===== src/rtl/assert_macros.svh =====
// Assertion macros shared by the address region table RTL.
// No dependencies; included by files that carry concurrent checks.
`ifndef ASSERT_MACROS_SVH
`define ASSERT_MACROS_SVH

// Implication checked on every clock edge outside reset.
`define ART_ASSERT_IMP(label, clk_s, rst_ns, ante, cons) \
  label: assert property (@(posedge clk_s) disable iff (!rst_ns) (ante) |-> (cons)) \
    else $error("assertion failed");

// Next-cycle implication checked outside reset.
`define ART_ASSERT_NEXT(label, clk_s, rst_ns, ante, cons) \
  label: assert property (@(posedge clk_s) disable iff (!rst_ns) (ante) |=> (cons)) \
    else $error("assertion failed");

`endif


===== src/rtl/art_pkg.sv =====
// Package for the address region table: widths, codes and defaults.
// No dependencies.
`default_nettype none
package art_pkg;
  localparam int unsigned TableEntries = 16;
  localparam int unsigned PageShift    = 12;
  localparam int unsigned AddrBits     = 39;
  localparam int unsigned OffBits      = 40;
  localparam int unsigned TopBits      = 40;
  localparam logic [TopBits-1:0] TopReset = 40'd274877906944;

  typedef enum logic [2:0] {
    CMD_INSERT = 3'd0,
    CMD_LOOKUP = 3'd1,
    CMD_REMOVE = 3'd2,
    CMD_FIND   = 3'd3,
    CMD_FREE   = 3'd4,
    CMD_CLEAR  = 3'd5
  } cmd_t;

  typedef enum logic [2:0] {
    ST_OK       = 3'd0,
    ST_ZERO_LEN = 3'd1,
    ST_OVERLAP  = 3'd2,
    ST_FULL     = 3'd3,
    ST_NOTFOUND = 3'd4
  } status_t;
endpackage
`default_nettype wire


===== src/rtl/art_if.sv =====
// Valid/ready channel interfaces for the address region table.
// Depends on art_pkg for field widths.
`default_nettype none
interface art_req_if;
  logic                           valid;
  logic                           ready;
  logic [2:0]                     cmd;
  logic [art_pkg::AddrBits-1:0]   address;
  logic [art_pkg::AddrBits:0]     span;
  logic [art_pkg::OffBits-1:0]    file_offset;
  logic [2:0]                     protection;
  logic [7:0]                     map_flags;
  logic [9:0]                     file_tag;
  logic [3:0]                     slot_index;
  modport source (output valid, cmd, address, span, file_offset, protection, map_flags,
                  file_tag, slot_index, input ready);
  modport sink (input valid, cmd, address, span, file_offset, protection, map_flags,
                file_tag, slot_index, output ready);
endinterface

interface art_rsp_if;
  logic                           valid;
  logic                           ready;
  logic [2:0]                     status;
  logic [3:0]                     hit_slot;
  logic [art_pkg::AddrBits-1:0]   hit_start;
  logic [art_pkg::AddrBits:0]     hit_length;
  logic [art_pkg::OffBits-1:0]    hit_offset;
  logic [2:0]                     hit_protection;
  logic [7:0]                     hit_flags;
  logic [9:0]                     hit_file;
  logic [4:0]                     removed_count;
  logic [4:0]                     live_entries;
  logic [art_pkg::AddrBits-1:0]   free_start;
  modport source (output valid, status, hit_slot, hit_start, hit_length, hit_offset,
                  hit_protection, hit_flags, hit_file, removed_count, live_entries,
                  free_start, input ready);
  modport sink (input valid, status, hit_slot, hit_start, hit_length, hit_offset,
                hit_protection, hit_flags, hit_file, removed_count, live_entries,
                free_start, output ready);
endinterface

interface art_cfg_if;
  logic                        valid;
  logic                        ready;
  logic [art_pkg::TopBits-1:0] data;
  modport source (output valid, data, input ready);
  modport sink (input valid, data, output ready);
endinterface
`default_nettype wire


===== src/rtl/address_region_table_core.sv =====
// Address region table top: sequencer, entry store and shared compare unit.
// Depends on art_pkg, art_if.sv and assert_macros.svh.
// Lookup and remove make one pass over the table (N = TABLE_ENTRIES, one entry a cycle); an insert
// that clears the overlap pass makes a second pass for the lowest free slot; free, clear and zero length
// make no pass. Find free makes a hint pass (nonzero address only) and up to N+1 downward passes.
// in_ready stays low until the result is taken: no new command is accepted before then.
// Reset (rst_n low, synchronous) clears all valid bits, file tags and the count.
`default_nettype none
`include "assert_macros.svh"
module address_region_table_core #(
  parameter int unsigned TABLE_ENTRIES = art_pkg::TableEntries,
  parameter int unsigned PAGE_SHIFT    = art_pkg::PageShift,
  parameter int unsigned ADDR_BITS     = art_pkg::AddrBits
) (
  input  wire logic  clk,
  input  wire logic  rst_n,
  art_req_if.sink    in_ch,
  art_rsp_if.source  out_ch,
  art_cfg_if.sink    cfg_ch
);
  localparam int unsigned IW = (TABLE_ENTRIES > 1) ? $clog2(TABLE_ENTRIES) : 1;
  localparam int unsigned CW = $clog2(TABLE_ENTRIES + 1);
  localparam int unsigned LW = ADDR_BITS + 1;
  localparam int unsigned LX = LW + 1;  // one spare bit for sums

  typedef enum logic [4:0] {
    S_IDLE = 5'b00001,
    S_PREP = 5'b00010,
    S_SCAN = 5'b00100,
    S_DEC  = 5'b01000,
    S_OUT  = 5'b10000
  } state_t;

  typedef enum logic [1:0] {
    PH_MAIN = 2'd0,   // overlap / lookup / remove pass
    PH_SLOT = 2'd1,   // insert: lowest free slot
    PH_HINT = 2'd2,   // find free: hint overlap pass
    PH_DOWN = 2'd3    // find free: downward candidate pass
  } phase_t;

  state_t state_r;
  phase_t phase_r;

  // entry store
  logic [TABLE_ENTRIES-1:0] valid_r;
  logic [ADDR_BITS-1:0]     e_start_r [TABLE_ENTRIES];
  logic [LW-1:0]            e_len_r   [TABLE_ENTRIES];
  logic [art_pkg::OffBits-1:0] e_off_r [TABLE_ENTRIES];
  logic [2:0]               e_prot_r  [TABLE_ENTRIES];
  logic [7:0]               e_flag_r  [TABLE_ENTRIES];
  logic [9:0]               e_file_r  [TABLE_ENTRIES];
  logic [CW-1:0]            count_r;
  logic [art_pkg::TopBits-1:0] top_cfg_r;

  // command registers
  logic [2:0]               cmd_r;
  logic [ADDR_BITS-1:0]     addr_r;
  logic [LW-1:0]            span_r;
  logic [LW-1:0]            len_r;
  logic [art_pkg::OffBits-1:0] foff_r;
  logic [2:0]               prot_r;
  logic [7:0]               mflag_r;
  logic [9:0]               ftag_r;
  logic [3:0]               sidx_r;
  logic [LX-1:0]            top_r;
  logic [LX-1:0]            cand_r;    // candidate start for overlap scans
  logic [IW:0]              idx_r;
  logic                     found_r;
  logic [IW-1:0]            fidx_r;
  logic [CW-1:0]            rem_r;
  logic [4:0]               iter_r;

  // result registers
  logic                     ovalid_r;
  logic [2:0]               st_r;
  logic [3:0]               hslot_r;
  logic [ADDR_BITS-1:0]     hstart_r;
  logic [LW-1:0]            hlen_r;
  logic [art_pkg::OffBits-1:0] hoff_r;
  logic [2:0]               hprot_r;
  logic [7:0]               hflag_r;
  logic [9:0]               hfile_r;
  logic [ADDR_BITS-1:0]     fstart_r;

  localparam logic [LX-1:0] PageLow = LX'((64'd1 << PAGE_SHIFT) - 64'd1);
  localparam logic [LX-1:0] PageSz  = LX'(64'd1 << PAGE_SHIFT);
  localparam logic [LX-1:0] LenLim  = LX'(((65'd1 << LW) - 65'd1) & ~65'(PageLow));
  localparam logic [LX-1:0] AddrLim = LX'(65'd1 << ADDR_BITS);

  wire logic in_fire  = in_ch.valid & in_ch.ready;
  wire logic out_fire = out_ch.valid & out_ch.ready;
  assign in_ch.ready  = (state_r == S_IDLE);
  assign cfg_ch.ready = 1'b1;

  // shared compare unit: one entry against the current candidate/command
  wire logic [IW-1:0] ci = idx_r[IW-1:0];
  logic [LX-1:0] ent_s, ent_e, cand_e, rem_e, addr_x;
  logic hit_ovl, hit_look, hit_rem;
  always_comb begin
    ent_s  = LX'(e_start_r[ci]);
    ent_e  = LX'(e_start_r[ci]) + LX'(e_len_r[ci]);
    cand_e = cand_r + LX'(len_r);
    addr_x = LX'(addr_r);
    rem_e  = addr_x + LX'(span_r);
    hit_ovl  = valid_r[ci] && !(cand_r >= ent_e || cand_e <= ent_s);
    hit_look = valid_r[ci] && addr_x >= ent_s && addr_x < ent_e;
    hit_rem  = valid_r[ci] && addr_x <= ent_s && ent_e <= rem_e;
  end

  wire logic scan_last = (idx_r == (IW+1)'(TABLE_ENTRIES - 1));

  logic [LX-1:0] len_up, top_c;
  always_comb begin
    len_up = (LX'(in_ch.span) + PageLow) & ~PageLow;
    if (len_up > LenLim) len_up = LenLim;
    top_c = LX'(top_cfg_r);
    if (top_c > AddrLim) top_c = AddrLim;
    top_c = top_c & ~PageLow;
  end

  always_ff @(posedge clk) begin
    if (!rst_n) begin
      state_r   <= S_IDLE;
      phase_r   <= PH_MAIN;
      valid_r   <= '0;
      count_r   <= '0;
      ovalid_r  <= 1'b0;
      top_cfg_r <= art_pkg::TopReset;
      for (int i = 0; i < TABLE_ENTRIES; i++) e_file_r[i] <= '0;
    end else begin
      if (cfg_ch.valid) top_cfg_r <= cfg_ch.data;
      unique case (state_r)
        S_IDLE: if (in_fire) begin
          cmd_r   <= in_ch.cmd;
          addr_r  <= in_ch.address;
          span_r  <= in_ch.span;
          len_r   <= LW'(len_up);
          foff_r  <= in_ch.file_offset;
          prot_r  <= in_ch.protection;
          mflag_r <= in_ch.map_flags;
          ftag_r  <= in_ch.file_tag;
          sidx_r  <= in_ch.slot_index;
          top_r   <= top_c;
          cand_r  <= LX'(in_ch.address) & ~PageLow;
          phase_r <= (in_ch.cmd == art_pkg::CMD_FIND) ? PH_HINT : PH_MAIN;
          st_r <= art_pkg::ST_OK; hslot_r <= '0; hstart_r <= '0; hlen_r <= '0;
          hoff_r <= '0; hprot_r <= '0; hflag_r <= '0; hfile_r <= '0; fstart_r <= '0;
          iter_r <= '0;
          state_r <= S_PREP;
        end
        S_PREP: begin
          idx_r <= '0; found_r <= 1'b0; fidx_r <= '0; rem_r <= '0;
          priority if (cmd_r == art_pkg::CMD_INSERT || cmd_r == art_pkg::CMD_FIND) begin
            if (span_r == '0) begin
              st_r <= art_pkg::ST_ZERO_LEN; state_r <= S_OUT; ovalid_r <= 1'b1;
            end else if (cmd_r == art_pkg::CMD_FIND && addr_r == '0) begin
              // no hint: go straight to the downward pass
              phase_r <= PH_DOWN;
              cand_r  <= top_r - LX'(len_r);
              if (LX'(len_r) > top_r || (top_r - LX'(len_r)) < PageSz) begin
                st_r <= art_pkg::ST_NOTFOUND; state_r <= S_OUT; ovalid_r <= 1'b1;
              end else state_r <= S_SCAN;
            end else state_r <= S_SCAN;
          end else if (cmd_r == art_pkg::CMD_FREE) begin
            if (32'(sidx_r) < TABLE_ENTRIES && valid_r[IW'(sidx_r)]) begin
              valid_r[IW'(sidx_r)]  <= 1'b0;
              e_file_r[IW'(sidx_r)] <= '0;
              count_r <= count_r - 1'b1;
            end else st_r <= art_pkg::ST_NOTFOUND;
            state_r <= S_OUT; ovalid_r <= 1'b1;
          end else if (cmd_r == art_pkg::CMD_CLEAR) begin
            valid_r <= '0;
            for (int i = 0; i < TABLE_ENTRIES; i++) e_file_r[i] <= '0;
            count_r <= '0;
            state_r <= S_OUT; ovalid_r <= 1'b1;
          end else if (cmd_r == art_pkg::CMD_LOOKUP || cmd_r == art_pkg::CMD_REMOVE) begin
            state_r <= S_SCAN;
          end else begin
            st_r <= art_pkg::ST_NOTFOUND; state_r <= S_OUT; ovalid_r <= 1'b1;
          end
        end
        S_SCAN: begin
          idx_r <= idx_r + 1'b1;
          if (cmd_r == art_pkg::CMD_REMOVE) begin
            if (hit_rem) begin
              valid_r[ci] <= 1'b0; e_file_r[ci] <= '0; rem_r <= rem_r + 1'b1;
            end
          end else if (!found_r) begin
            // keep the lowest matching slot
            unique case (phase_r)
              PH_SLOT: if (!valid_r[ci]) begin found_r <= 1'b1; fidx_r <= ci; end
              PH_MAIN: if (cmd_r == art_pkg::CMD_LOOKUP ? hit_look : hit_ovl) begin
                found_r <= 1'b1; fidx_r <= ci;
              end
              default: if (hit_ovl) begin found_r <= 1'b1; fidx_r <= ci; end
            endcase
          end
          if (scan_last) state_r <= S_DEC;
        end
        S_DEC: begin
          idx_r <= '0; found_r <= 1'b0;
          unique case (cmd_r)
            art_pkg::CMD_REMOVE: begin
              count_r <= count_r - rem_r;
              state_r <= S_OUT; ovalid_r <= 1'b1;
            end
            art_pkg::CMD_LOOKUP: begin
              if (found_r) begin
                hslot_r  <= 4'(fidx_r);
                hstart_r <= e_start_r[fidx_r];
                hlen_r   <= e_len_r[fidx_r];
                hoff_r   <= e_off_r[fidx_r];
                hprot_r  <= e_prot_r[fidx_r];
                hflag_r  <= e_flag_r[fidx_r];
                hfile_r  <= e_file_r[fidx_r];
              end else st_r <= art_pkg::ST_NOTFOUND;
              state_r <= S_OUT; ovalid_r <= 1'b1;
            end
            art_pkg::CMD_INSERT: begin
              if (phase_r == PH_MAIN && !found_r) begin
                phase_r <= PH_SLOT; state_r <= S_SCAN;
              end else begin
                if (phase_r == PH_MAIN) st_r <= art_pkg::ST_OVERLAP;
                else if (!found_r) st_r <= art_pkg::ST_FULL;
                else begin
                  valid_r[fidx_r]   <= 1'b1;
                  e_start_r[fidx_r] <= ADDR_BITS'(cand_r);
                  e_len_r[fidx_r]   <= len_r;
                  e_off_r[fidx_r]   <= foff_r;
                  e_prot_r[fidx_r]  <= prot_r;
                  e_flag_r[fidx_r]  <= mflag_r;
                  e_file_r[fidx_r]  <= ftag_r;
                  count_r <= count_r + 1'b1;
                  hslot_r <= 4'(fidx_r);
                end
                state_r <= S_OUT; ovalid_r <= 1'b1;
              end
            end
            art_pkg::CMD_FIND: begin
              if (phase_r == PH_HINT) begin
                if (!found_r && (cand_r + LX'(len_r)) < top_r) begin
                  fstart_r <= ADDR_BITS'(cand_r);
                  state_r <= S_OUT; ovalid_r <= 1'b1;
                end else if (LX'(len_r) > top_r || (top_r - LX'(len_r)) < PageSz) begin
                  st_r <= art_pkg::ST_NOTFOUND; state_r <= S_OUT; ovalid_r <= 1'b1;
                end else begin
                  phase_r <= PH_DOWN; cand_r <= top_r - LX'(len_r);
                  state_r <= S_SCAN;
                end
              end else if (!found_r) begin
                fstart_r <= ADDR_BITS'(cand_r);
                state_r <= S_OUT; ovalid_r <= 1'b1;
              end else if (LX'(len_r) > LX'(e_start_r[fidx_r]) ||
                           iter_r == 5'(TABLE_ENTRIES) ||
                           (LX'(e_start_r[fidx_r]) - LX'(len_r)) < PageSz) begin
                st_r <= art_pkg::ST_NOTFOUND; state_r <= S_OUT; ovalid_r <= 1'b1;
              end else begin
                cand_r <= LX'(e_start_r[fidx_r]) - LX'(len_r);
                iter_r <= iter_r + 1'b1;
                state_r <= S_SCAN;
              end
            end
            default: begin
              st_r <= art_pkg::ST_NOTFOUND; state_r <= S_OUT; ovalid_r <= 1'b1;
            end
          endcase
        end
        S_OUT: if (out_fire) begin
          ovalid_r <= 1'b0; state_r <= S_IDLE;
        end
        default: state_r <= S_IDLE;
      endcase
    end
  end

  assign out_ch.valid          = ovalid_r;
  assign out_ch.status         = st_r;
  assign out_ch.hit_slot       = hslot_r;
  assign out_ch.hit_start      = hstart_r;
  assign out_ch.hit_length     = hlen_r;
  assign out_ch.hit_offset     = hoff_r;
  assign out_ch.hit_protection = hprot_r;
  assign out_ch.hit_flags      = hflag_r;
  assign out_ch.hit_file       = hfile_r;
  assign out_ch.removed_count  = (cmd_r == art_pkg::CMD_REMOVE) ? 5'(rem_r) : 5'd0;
  assign out_ch.live_entries   = 5'(count_r);
  assign out_ch.free_start     = fstart_r;

  `ART_ASSERT_IMP(a_busy_no_ready, clk, rst_n, state_r != S_IDLE, !in_ch.ready)
  `ART_ASSERT_IMP(a_count_range, clk, rst_n, 1'b1, 32'(count_r) <= TABLE_ENTRIES)
  `ART_ASSERT_IMP(a_valid_in_out, clk, rst_n, ovalid_r, state_r == S_OUT)
  `ART_ASSERT_NEXT(a_out_done, clk, rst_n, out_fire, !ovalid_r)
endmodule
`default_nettype wire


===== src/flat_wrapper.sv =====
// flat-port wrapper written by rule: the top's interface ports become plain ports
module address_region_table_core_flat 
#(
  parameter int unsigned TABLE_ENTRIES = art_pkg::TableEntries,
  parameter int unsigned PAGE_SHIFT    = art_pkg::PageShift,
  parameter int unsigned ADDR_BITS     = art_pkg::AddrBits
)
  (clk, rst_n, in_ch_valid, in_ch_cmd, in_ch_address, in_ch_span, in_ch_file_offset, in_ch_protection, in_ch_map_flags, in_ch_file_tag, in_ch_slot_index, in_ch_ready, out_ch_valid, out_ch_status, out_ch_hit_slot, out_ch_hit_start, out_ch_hit_length, out_ch_hit_offset, out_ch_hit_protection, out_ch_hit_flags, out_ch_hit_file, out_ch_removed_count, out_ch_live_entries, out_ch_free_start, out_ch_ready, cfg_ch_valid, cfg_ch_data, cfg_ch_ready);
  art_req_if in_ch_i ();
  art_rsp_if out_ch_i ();
  art_cfg_if cfg_ch_i ();
  input  wire logic clk;
  input  wire logic rst_n;
  input wire logic [$bits(in_ch_i.valid)-1:0] in_ch_valid;
  input wire logic [$bits(in_ch_i.cmd)-1:0] in_ch_cmd;
  input wire logic [$bits(in_ch_i.address)-1:0] in_ch_address;
  input wire logic [$bits(in_ch_i.span)-1:0] in_ch_span;
  input wire logic [$bits(in_ch_i.file_offset)-1:0] in_ch_file_offset;
  input wire logic [$bits(in_ch_i.protection)-1:0] in_ch_protection;
  input wire logic [$bits(in_ch_i.map_flags)-1:0] in_ch_map_flags;
  input wire logic [$bits(in_ch_i.file_tag)-1:0] in_ch_file_tag;
  input wire logic [$bits(in_ch_i.slot_index)-1:0] in_ch_slot_index;
  output wire logic [$bits(in_ch_i.ready)-1:0] in_ch_ready;
  output wire logic [$bits(out_ch_i.valid)-1:0] out_ch_valid;
  output wire logic [$bits(out_ch_i.status)-1:0] out_ch_status;
  output wire logic [$bits(out_ch_i.hit_slot)-1:0] out_ch_hit_slot;
  output wire logic [$bits(out_ch_i.hit_start)-1:0] out_ch_hit_start;
  output wire logic [$bits(out_ch_i.hit_length)-1:0] out_ch_hit_length;
  output wire logic [$bits(out_ch_i.hit_offset)-1:0] out_ch_hit_offset;
  output wire logic [$bits(out_ch_i.hit_protection)-1:0] out_ch_hit_protection;
  output wire logic [$bits(out_ch_i.hit_flags)-1:0] out_ch_hit_flags;
  output wire logic [$bits(out_ch_i.hit_file)-1:0] out_ch_hit_file;
  output wire logic [$bits(out_ch_i.removed_count)-1:0] out_ch_removed_count;
  output wire logic [$bits(out_ch_i.live_entries)-1:0] out_ch_live_entries;
  output wire logic [$bits(out_ch_i.free_start)-1:0] out_ch_free_start;
  input wire logic [$bits(out_ch_i.ready)-1:0] out_ch_ready;
  input wire logic [$bits(cfg_ch_i.valid)-1:0] cfg_ch_valid;
  input wire logic [$bits(cfg_ch_i.data)-1:0] cfg_ch_data;
  output wire logic [$bits(cfg_ch_i.ready)-1:0] cfg_ch_ready;
  assign in_ch_i.valid = in_ch_valid;
  assign in_ch_i.cmd = in_ch_cmd;
  assign in_ch_i.address = in_ch_address;
  assign in_ch_i.span = in_ch_span;
  assign in_ch_i.file_offset = in_ch_file_offset;
  assign in_ch_i.protection = in_ch_protection;
  assign in_ch_i.map_flags = in_ch_map_flags;
  assign in_ch_i.file_tag = in_ch_file_tag;
  assign in_ch_i.slot_index = in_ch_slot_index;
  assign in_ch_ready = in_ch_i.ready;
  assign out_ch_valid = out_ch_i.valid;
  assign out_ch_status = out_ch_i.status;
  assign out_ch_hit_slot = out_ch_i.hit_slot;
  assign out_ch_hit_start = out_ch_i.hit_start;
  assign out_ch_hit_length = out_ch_i.hit_length;
  assign out_ch_hit_offset = out_ch_i.hit_offset;
  assign out_ch_hit_protection = out_ch_i.hit_protection;
  assign out_ch_hit_flags = out_ch_i.hit_flags;
  assign out_ch_hit_file = out_ch_i.hit_file;
  assign out_ch_removed_count = out_ch_i.removed_count;
  assign out_ch_live_entries = out_ch_i.live_entries;
  assign out_ch_free_start = out_ch_i.free_start;
  assign out_ch_i.ready = out_ch_ready;
  assign cfg_ch_i.valid = cfg_ch_valid;
  assign cfg_ch_i.data = cfg_ch_data;
  assign cfg_ch_ready = cfg_ch_i.ready;
  address_region_table_core #(.TABLE_ENTRIES(TABLE_ENTRIES), .PAGE_SHIFT(PAGE_SHIFT), .ADDR_BITS(ADDR_BITS)) u_core (.clk(clk), .rst_n(rst_n), .in_ch(in_ch_i), .out_ch(out_ch_i), .cfg_ch(cfg_ch_i));
endmodule

===== config.mk =====
export PLATFORM = sky130hd
export DESIGN_NAME = address_region_table_core_flat
export DESIGN_NICKNAME = d
export VERILOG_FILES = /design/src/rtl/art_pkg.sv /design/src/rtl/art_if.sv /design/src/rtl/address_region_table_core.sv /design/src/flat_wrapper.sv
export VERILOG_INCLUDE_DIRS = /design/src /design/src/rtl
export SDC_FILE = /design/constraint.sdc
export NUM_CORES = 2
export LEC_CHECK = 0
export BUFFER_PORTS_ARGS = -buffer_cell sky130_fd_sc_hd__buf_2
export CORE_ASPECT_RATIO = 1.2
export CORE_MARGIN = 2
export CORE_UTILIZATION = 55
export DETAILED_ROUTE_END_ITERATION = 7
export PLACE_DENSITY = 0.77
export SLEW_MARGIN = 40
export SYNTH_ARGS = -nofsm -noshare
export SYNTH_HDL_FRONTEND = slang
export SYNTH_SLANG_ARGS = --single-unit

===== constraint.sdc =====
create_clock -name clk -period 49.7 [get_ports clk]
set_clock_uncertainty 0.15 [all_clocks]
set_input_delay 0 -clock clk [delete_from_list [all_inputs] [get_ports clk]]
set_output_delay 0 -clock clk [all_outputs]
set_load 0.05 [all_outputs]

# After elaboration in Yosys (flattened, before gate mapping)
# Memory sizes are Yosys's and may differ from the RTL's. A register that Yosys moved wholly into a read port is not among the register bits.
# Index checks and enable logic that the tools add are counted.
dict set report word_totals {
  regBits 532
  n_memories 6
  mem_bits_rw 2240
  output_inout_bits 199
  input_bits 192
}
# memory words word_bits read_ports rd_clocked_by_memory_dff write_ports line
set mem_list {}
lappend mem_list {u_core.e_len_r 16 40 2 2 1 address_region_table_core.sv:47} ;# logic [LW-1:0] e_len_r [TABLE_ENTRIES];
lappend mem_list {u_core.e_off_r 16 40 1 1 1 address_region_table_core.sv:48} ;# logic [art_pkg::OffBits-1:0] e_off_r [TABLE_ENTRIES];
lappend mem_list {u_core.e_start_r 16 39 2 2 1 address_region_table_core.sv:46} ;# logic [ADDR_BITS-1:0] e_start_r [TABLE_ENTRIES];
lappend mem_list {u_core.e_file_r 16 10 1 1 16 address_region_table_core.sv:51} ;# logic [9:0] e_file_r [TABLE_ENTRIES];
lappend mem_list {u_core.e_flag_r 16 8 1 1 1 address_region_table_core.sv:50} ;# logic [7:0] e_flag_r [TABLE_ENTRIES];
lappend mem_list {u_core.e_prot_r 16 3 1 1 1 address_region_table_core.sv:49} ;# logic [2:0] e_prot_r [TABLE_ENTRIES];
dict set report classes {
  reduce_logical 50
  order_cmp 19
  bitwise_logic 23
  n_addsub 12
  muxes 220
  n_eq_ne 67
}
# op n
set ops {}
lappend ops {{2-to-1 mux 41 bit} 10}
lappend ops {{2-to-1 mux 39 bit} 7}
lappend ops {{2-to-1 mux 10 bit} 22}
lappend ops {{2-to-1 mux 40 bit} 5}
lappend ops {{2-to-1 mux 16 bit} 10}
lappend ops {{one-hot mux 40 bit (2 select lines)} 2}
lappend ops {{one-hot mux 39 bit (2 select lines)} 2}
lappend ops {{2-to-1 mux 5 bit} 30}
lappend ops {{one-hot mux 41 bit (3 select lines)} 1}
lappend ops {{adder 39 x 40 -> 41 bit} 2}
lappend ops {{less-than comparator 41 x 13 -> 1 bit (second input constant)} 2}
lappend ops {{2-to-1 mux 4 bit} 20}
lappend ops {{one-hot mux 5 bit (2 select lines)} 6}
lappend ops {{2-to-1 mux 3 bit} 19}
lappend ops {{2-to-1 mux 1 bit} 52}
lappend ops {{one-hot mux 16 bit (3 select lines)} 1}
lappend ops {{adder 40 x 12 -> 41 bit (second input constant)} 1}
lappend ops {{adder 41 x 40 -> 41 bit} 1}
lappend ops {{>= comparator 41 bit} 1}
lappend ops {{> comparator 40 x 41 -> 1 bit} 1}
lappend ops {{> comparator 41 x 40 -> 1 bit (second input constant)} 1}
lappend ops {{less-or-equal comparator 41 x 39 -> 1 bit} 1}
lappend ops {{less-or-equal comparator 41 bit} 1}
lappend ops {{less-than comparator 39 x 41 -> 1 bit} 1}
lappend ops {{other kinds (73)} 192}

# Logic depth before layout (Yosys ltp)
dict set report depth {
  depth_word 12
  ltp_mapped 31
  depth_no_buf 28
}

# Worst setup path before layout
# No wires, ideal clock.
dict set report synth_path {
  kind {reg-to-reg}
  start {register u_core.state_r[1]}
  end {register u_core.addr_r[0] (enable)}
  slack_ns 33.990
  arrival_ns 14.544
  t_required_ns 48.534
  setup_ns 1.016
  path_stages_with_launch 4
  n_path_buf 0
  cell_sequence {dfxtp_1 -> nor3_1 -> nand3b_1 -> nor3_1}
}
dict set report synth_via {
  elab_chain_len 3
}
# element line
set synth_rtl {}
lappend synth_rtl {{start: declaration} address_region_table_core.sv:41} ;# state_t state_r;
lappend synth_rtl {{start signal: assignment} address_region_table_core.sv:123} ;# state_r <= S_IDLE;
lappend synth_rtl {{start signal: assignment} address_region_table_core.sv:149} ;# state_r <= S_PREP;
lappend synth_rtl {{start signal: assignment} address_region_table_core.sv:155} ;# st_r <= art_pkg::ST_ZERO_LEN; state_r <= S_OUT; ovalid_r <= 1'b1;
lappend synth_rtl {{equality test 5 x 1 -> 1 bit *} {address_region_table_core.sv:92, address_region_table_core.sv:132}}
lappend synth_rtl {{bitwise AND 1 bit} address_region_table_core.sv:90} ;# wire logic in_fire = in_ch.valid & in_ch.ready;
lappend synth_rtl {{AND reduction 3 bit (no line) *} --}
lappend synth_rtl {{end signal: assignment} address_region_table_core.sv:135} ;# addr_r <= in_ch.address;
lappend synth_rtl {{end: declaration} address_region_table_core.sv:57} ;# logic [ADDR_BITS-1:0] addr_r;
# Mark *: on every way between the ends. The rest lies on a longest branch, timed or not.
# A chain may end at the register's enable or synchronous reset.

==> impl_metrics.csv <==
group,metric,value,unit
status,status,"finished clean",
global_route,grt_util_met1,42.4,%
sta,fin_tns_setup,0,ps
global_route,top_usage_layer,"met2",
cts,post-cts-setup-buffers,0,
worst_setup_path,crit_slowest_cell,"dfxtp_4",
synthesis,netlist_top_cells_area,"edfxtp_1, mux4_2, ha_1",
synthesis,yosys_most_used_dff,"edfxtp_1",
synthesis,ys_top_cells_by_count,"edfxtp_1, mux4_2, nor2_1, ha_1, clkbuf_1",
global_route,met3_usage,6.26,%
synthesis,synth_seq_cells,2563,
synthesis,async_flop_share,0,%
worst_setup_path,crit_type,"reg2reg",
global_route,grt_use_total,32.4,%
final_layout,syn_to_final_growth,15.6,%
cts,numCtsBuffers,238,
route,antenna_left,0,
place,port_buffers,377,
power,seq_power_share,50.2,%
global_route,grtUsageMet2,51.9,%
sta,final_hold_viol_count,0,
cts,cts_num_sinks,2563,
final_layout,design_area,138000,sq um
power,p_sw,1.19,mW
worst_setup_path,cp_max_fo,43,
worst_setup_path,reg2reg_slack,39180,ps
power,power,4.89,mW
worst_hold_path,worstHoldEndpoint,"u_core.state_r[0]",
power,leakagePower,47.9,nW
power,p_per_area,35.5,nW/um^2
worst_hold_path,hold_start,"out_ch_ready",
cts,ctsResizeCount,0,
sta,period_share,21.2,%
place,pre_cts_slack,38870,ps
synthesis,synth_cell_types,101,
global_route,grt_pass1_vias,74519,
cts,htreeDepth,4,
floorplanning,core_area,216000,sq um
worst_setup_path,worstPathArrival,10940,ps
route,drt-initial-drc-count,10377,
floorplanning,fp.dieW,429,microns
place,hpwl,212,mm
synthesis,yosysTopAreaCell,"edfxtp_1",
synthesis,synth_top_area_share,62.6,%
place,placed_area,125000,sq um
worst_setup_path,rr_worst_depth,28,
floorplanning,rows,187,
worst_hold_path,hp-class,"in2reg",
sta,layout_setup_ws,39180,ps
route,vias_per_cell,6.87,
floorplanning,start_util,55.2,%
synthesis,avgSynthCellArea,17.5,sq um
floorplanning,dieArea,220000,sq um
global_route,antenna_found_initial,24,
synthesis,syn_inst,6828,
route,drtPass1Iterations,7,
floorplanning,die_y,514,microns
sta,rsz0062_at_grt,"false",
cts,cts_tree,"yes",
place,placedCellCount,9810,
route,wire_per_inst,33.4,microns
synthesis,seq_area_frac_synth,63.9,%
global_route,grt_max_degree,135,
synthesis,synth_edf_count,2486,
sta,setup_viol_count_final,0,
power,internal_power,3.70,mW
cts,worstSkewPairLatency,920,ps
synthesis,synthesis.area,119000,sq um
place,gp_congestion,1.03,
final_layout,nets,8222,
sta,fin_crit,10520,ps
power,combinationalPowerShare,10.4,%
cts,clkTransAtPathRegs,60,ps
cts,cts-root-buf,"clkbuf_16",
power,clkPwrFrac,39.4,%
final_layout,drive_above_1_share,25.3,%
sta,worst_slew_pin_slew,986,ps
sta,maxClockFrequency,95.0,MHz
final_layout,utilization,63.8,%
worst_setup_path,r2r-end,"u_core.e_file_r[5][1]",
cts,cts_buffer_depth,3,
sta,hold_slack,62.7,ps
cts,cts_hold_buf,435,
sta,slew_headroom,34.3,%
global_route,grt_pass1_wl,514,mm
power,switching_share,24.4,%
route,wirelength,358,mm
worst_setup_path,worst-endpoint-required,50120,ps
floorplanning,ioPinCount,391,
worst_setup_path,critPathCaptureType,"flop",
global_route,grt_overflow,0,
sta,finalMaxSlewViolations,0,
worst_setup_path,worst_path_largest_cell_delay,690,ps
synthesis,ys.warnings.count,0,
route,vias,73687,
power,vdd_ir_drop_max,0.0000327,V
worst_setup_path,start_kind,"flop",
flow_run,maxCapViolCount,0,
worst_hold_path,hold_depth,4,
synthesis,yosysMostFrequentCell,"edfxtp_1",
final_layout,final_cells,10724,
route,drc,0,
## logic make-up (layout without fill, tap and decap cells)
family                     count (synthesis)  count (layout)  share of synthesized area [%]
adders and majority gates                365             365                           3.86
DFF                                     2563            2563                           63.9
AOI/OAI and AO/OA                        860             860                           4.83
xor gates and xnor gates                 149             149                           1.15
and+or+nand+nor                         1271            1271                           5.37
buffers and inverters                    580            1621                           1.90
muxes                                   1038            1038                           19.0
other                                      2              22                        0.00630
## layer usage
layer | share of wire, % | wire, microns
met2 | 48 | 171000
met5 | 0.028 | 99
met1 | 35 | 124000
met4 | 6.0 | 21600
met3 | 12 | 41900
## sequential cells by signal, indices dropped and copies added (netlist names), 10 cells and up, named ones only
name	count
u_core.foff_r	40
u_core.ftag_r	10
u_core.e_file_r	160
u_core.cand_r	41
u_core.addr_r	39
u_core.top_cfg_r	40
u_core.span_r	40
u_core.e_len_r	448
u_core.out_ch.hit_offset	40
u_core.e_flag_r	128
u_core.out_ch.free_start	39
u_core.out_ch.hit_start	39
u_core.top_r	28
u_core.out_ch.hit_length	28
u_core.e_start_r	624
u_core.e_prot_r	48
u_core.e_off_r	640
u_core.out_ch.hit_file	10
u_core.len_r	28
u_core.valid_r	16
## area by class of cell
class | instances | area (sq um)
fillers | 14293 | 78100
flip-flops and latches | 2563 | 76200
multi-input cells | 3696 | 41100
repair buffers | 957 | 7910
clock buffers | 289 | 6270
well taps | 2835 | 3550
clock inverters | 159 | 1990
inverters | 216 | 811
diodes | 9 | 22.5
## how the worst max path moves through the flow
stage | endpoint | slack, ps | depth (start not counted)
2_1_floorplan | u_core.addr_r[0] | 33990 | 3
3_5_place_dp | u_core.e_file_r[5][0] | 38870 | 28
3_3_place_gp | u_core.e_file_r[5][0] | 38580 | 28
5_1_grt | u_core.e_file_r[5][0] | 38410 | 28
6_report | u_core.e_file_r[5][1] | 39180 | 28
4_1_cts | u_core.e_file_r[5][0] | 38810 | 28
## power groups by stage
stage	Combinational, mW	Sequential, mW	Clock, mW
finish	0.509	2.46	1.93
global route	0.542	2.46	2.01
floorplan	0.290	2.52	0
CTS	0.490	2.46	1.94
detailed placement	0.458	2.50	0
global placement	0.449	2.50	0
## layout by cell type, fill, tap and decap left out, types with 137 or more instances in the layout
cell           synthesis  layout
buf_2                  4     377
clkbuf_16              0     241
and2_1               215     214
o21ai_0              138     137
inv_1                214     214
dlygate4sd3_1          0     435
nor2_1               411     397
mux4_2               976     976
a21oi_1              225     222
edfxtp_1            2486    2486
nand2_1              184     173
ha_1                 352     352
## worst max-delay path: cells and delay by family (launching register included)
| kind | cells | cell delay [ps] |
|---|---|---|
| adder cells (fa/ha/maj) | 3 | 860 |
| multiplexers | 2 | 1110 |
| AND/OR/NAND/NOR | 6 | 1580 |
| AO/OA/AOI/OAI | 13 | 3880 |
| XOR/XNOR | 1 | 180 |
| buffers and inverters | 3 | 1580 |
| flip-flops | 1 | 690 |
No activity file was read; power rests on OpenSTA's default activity.
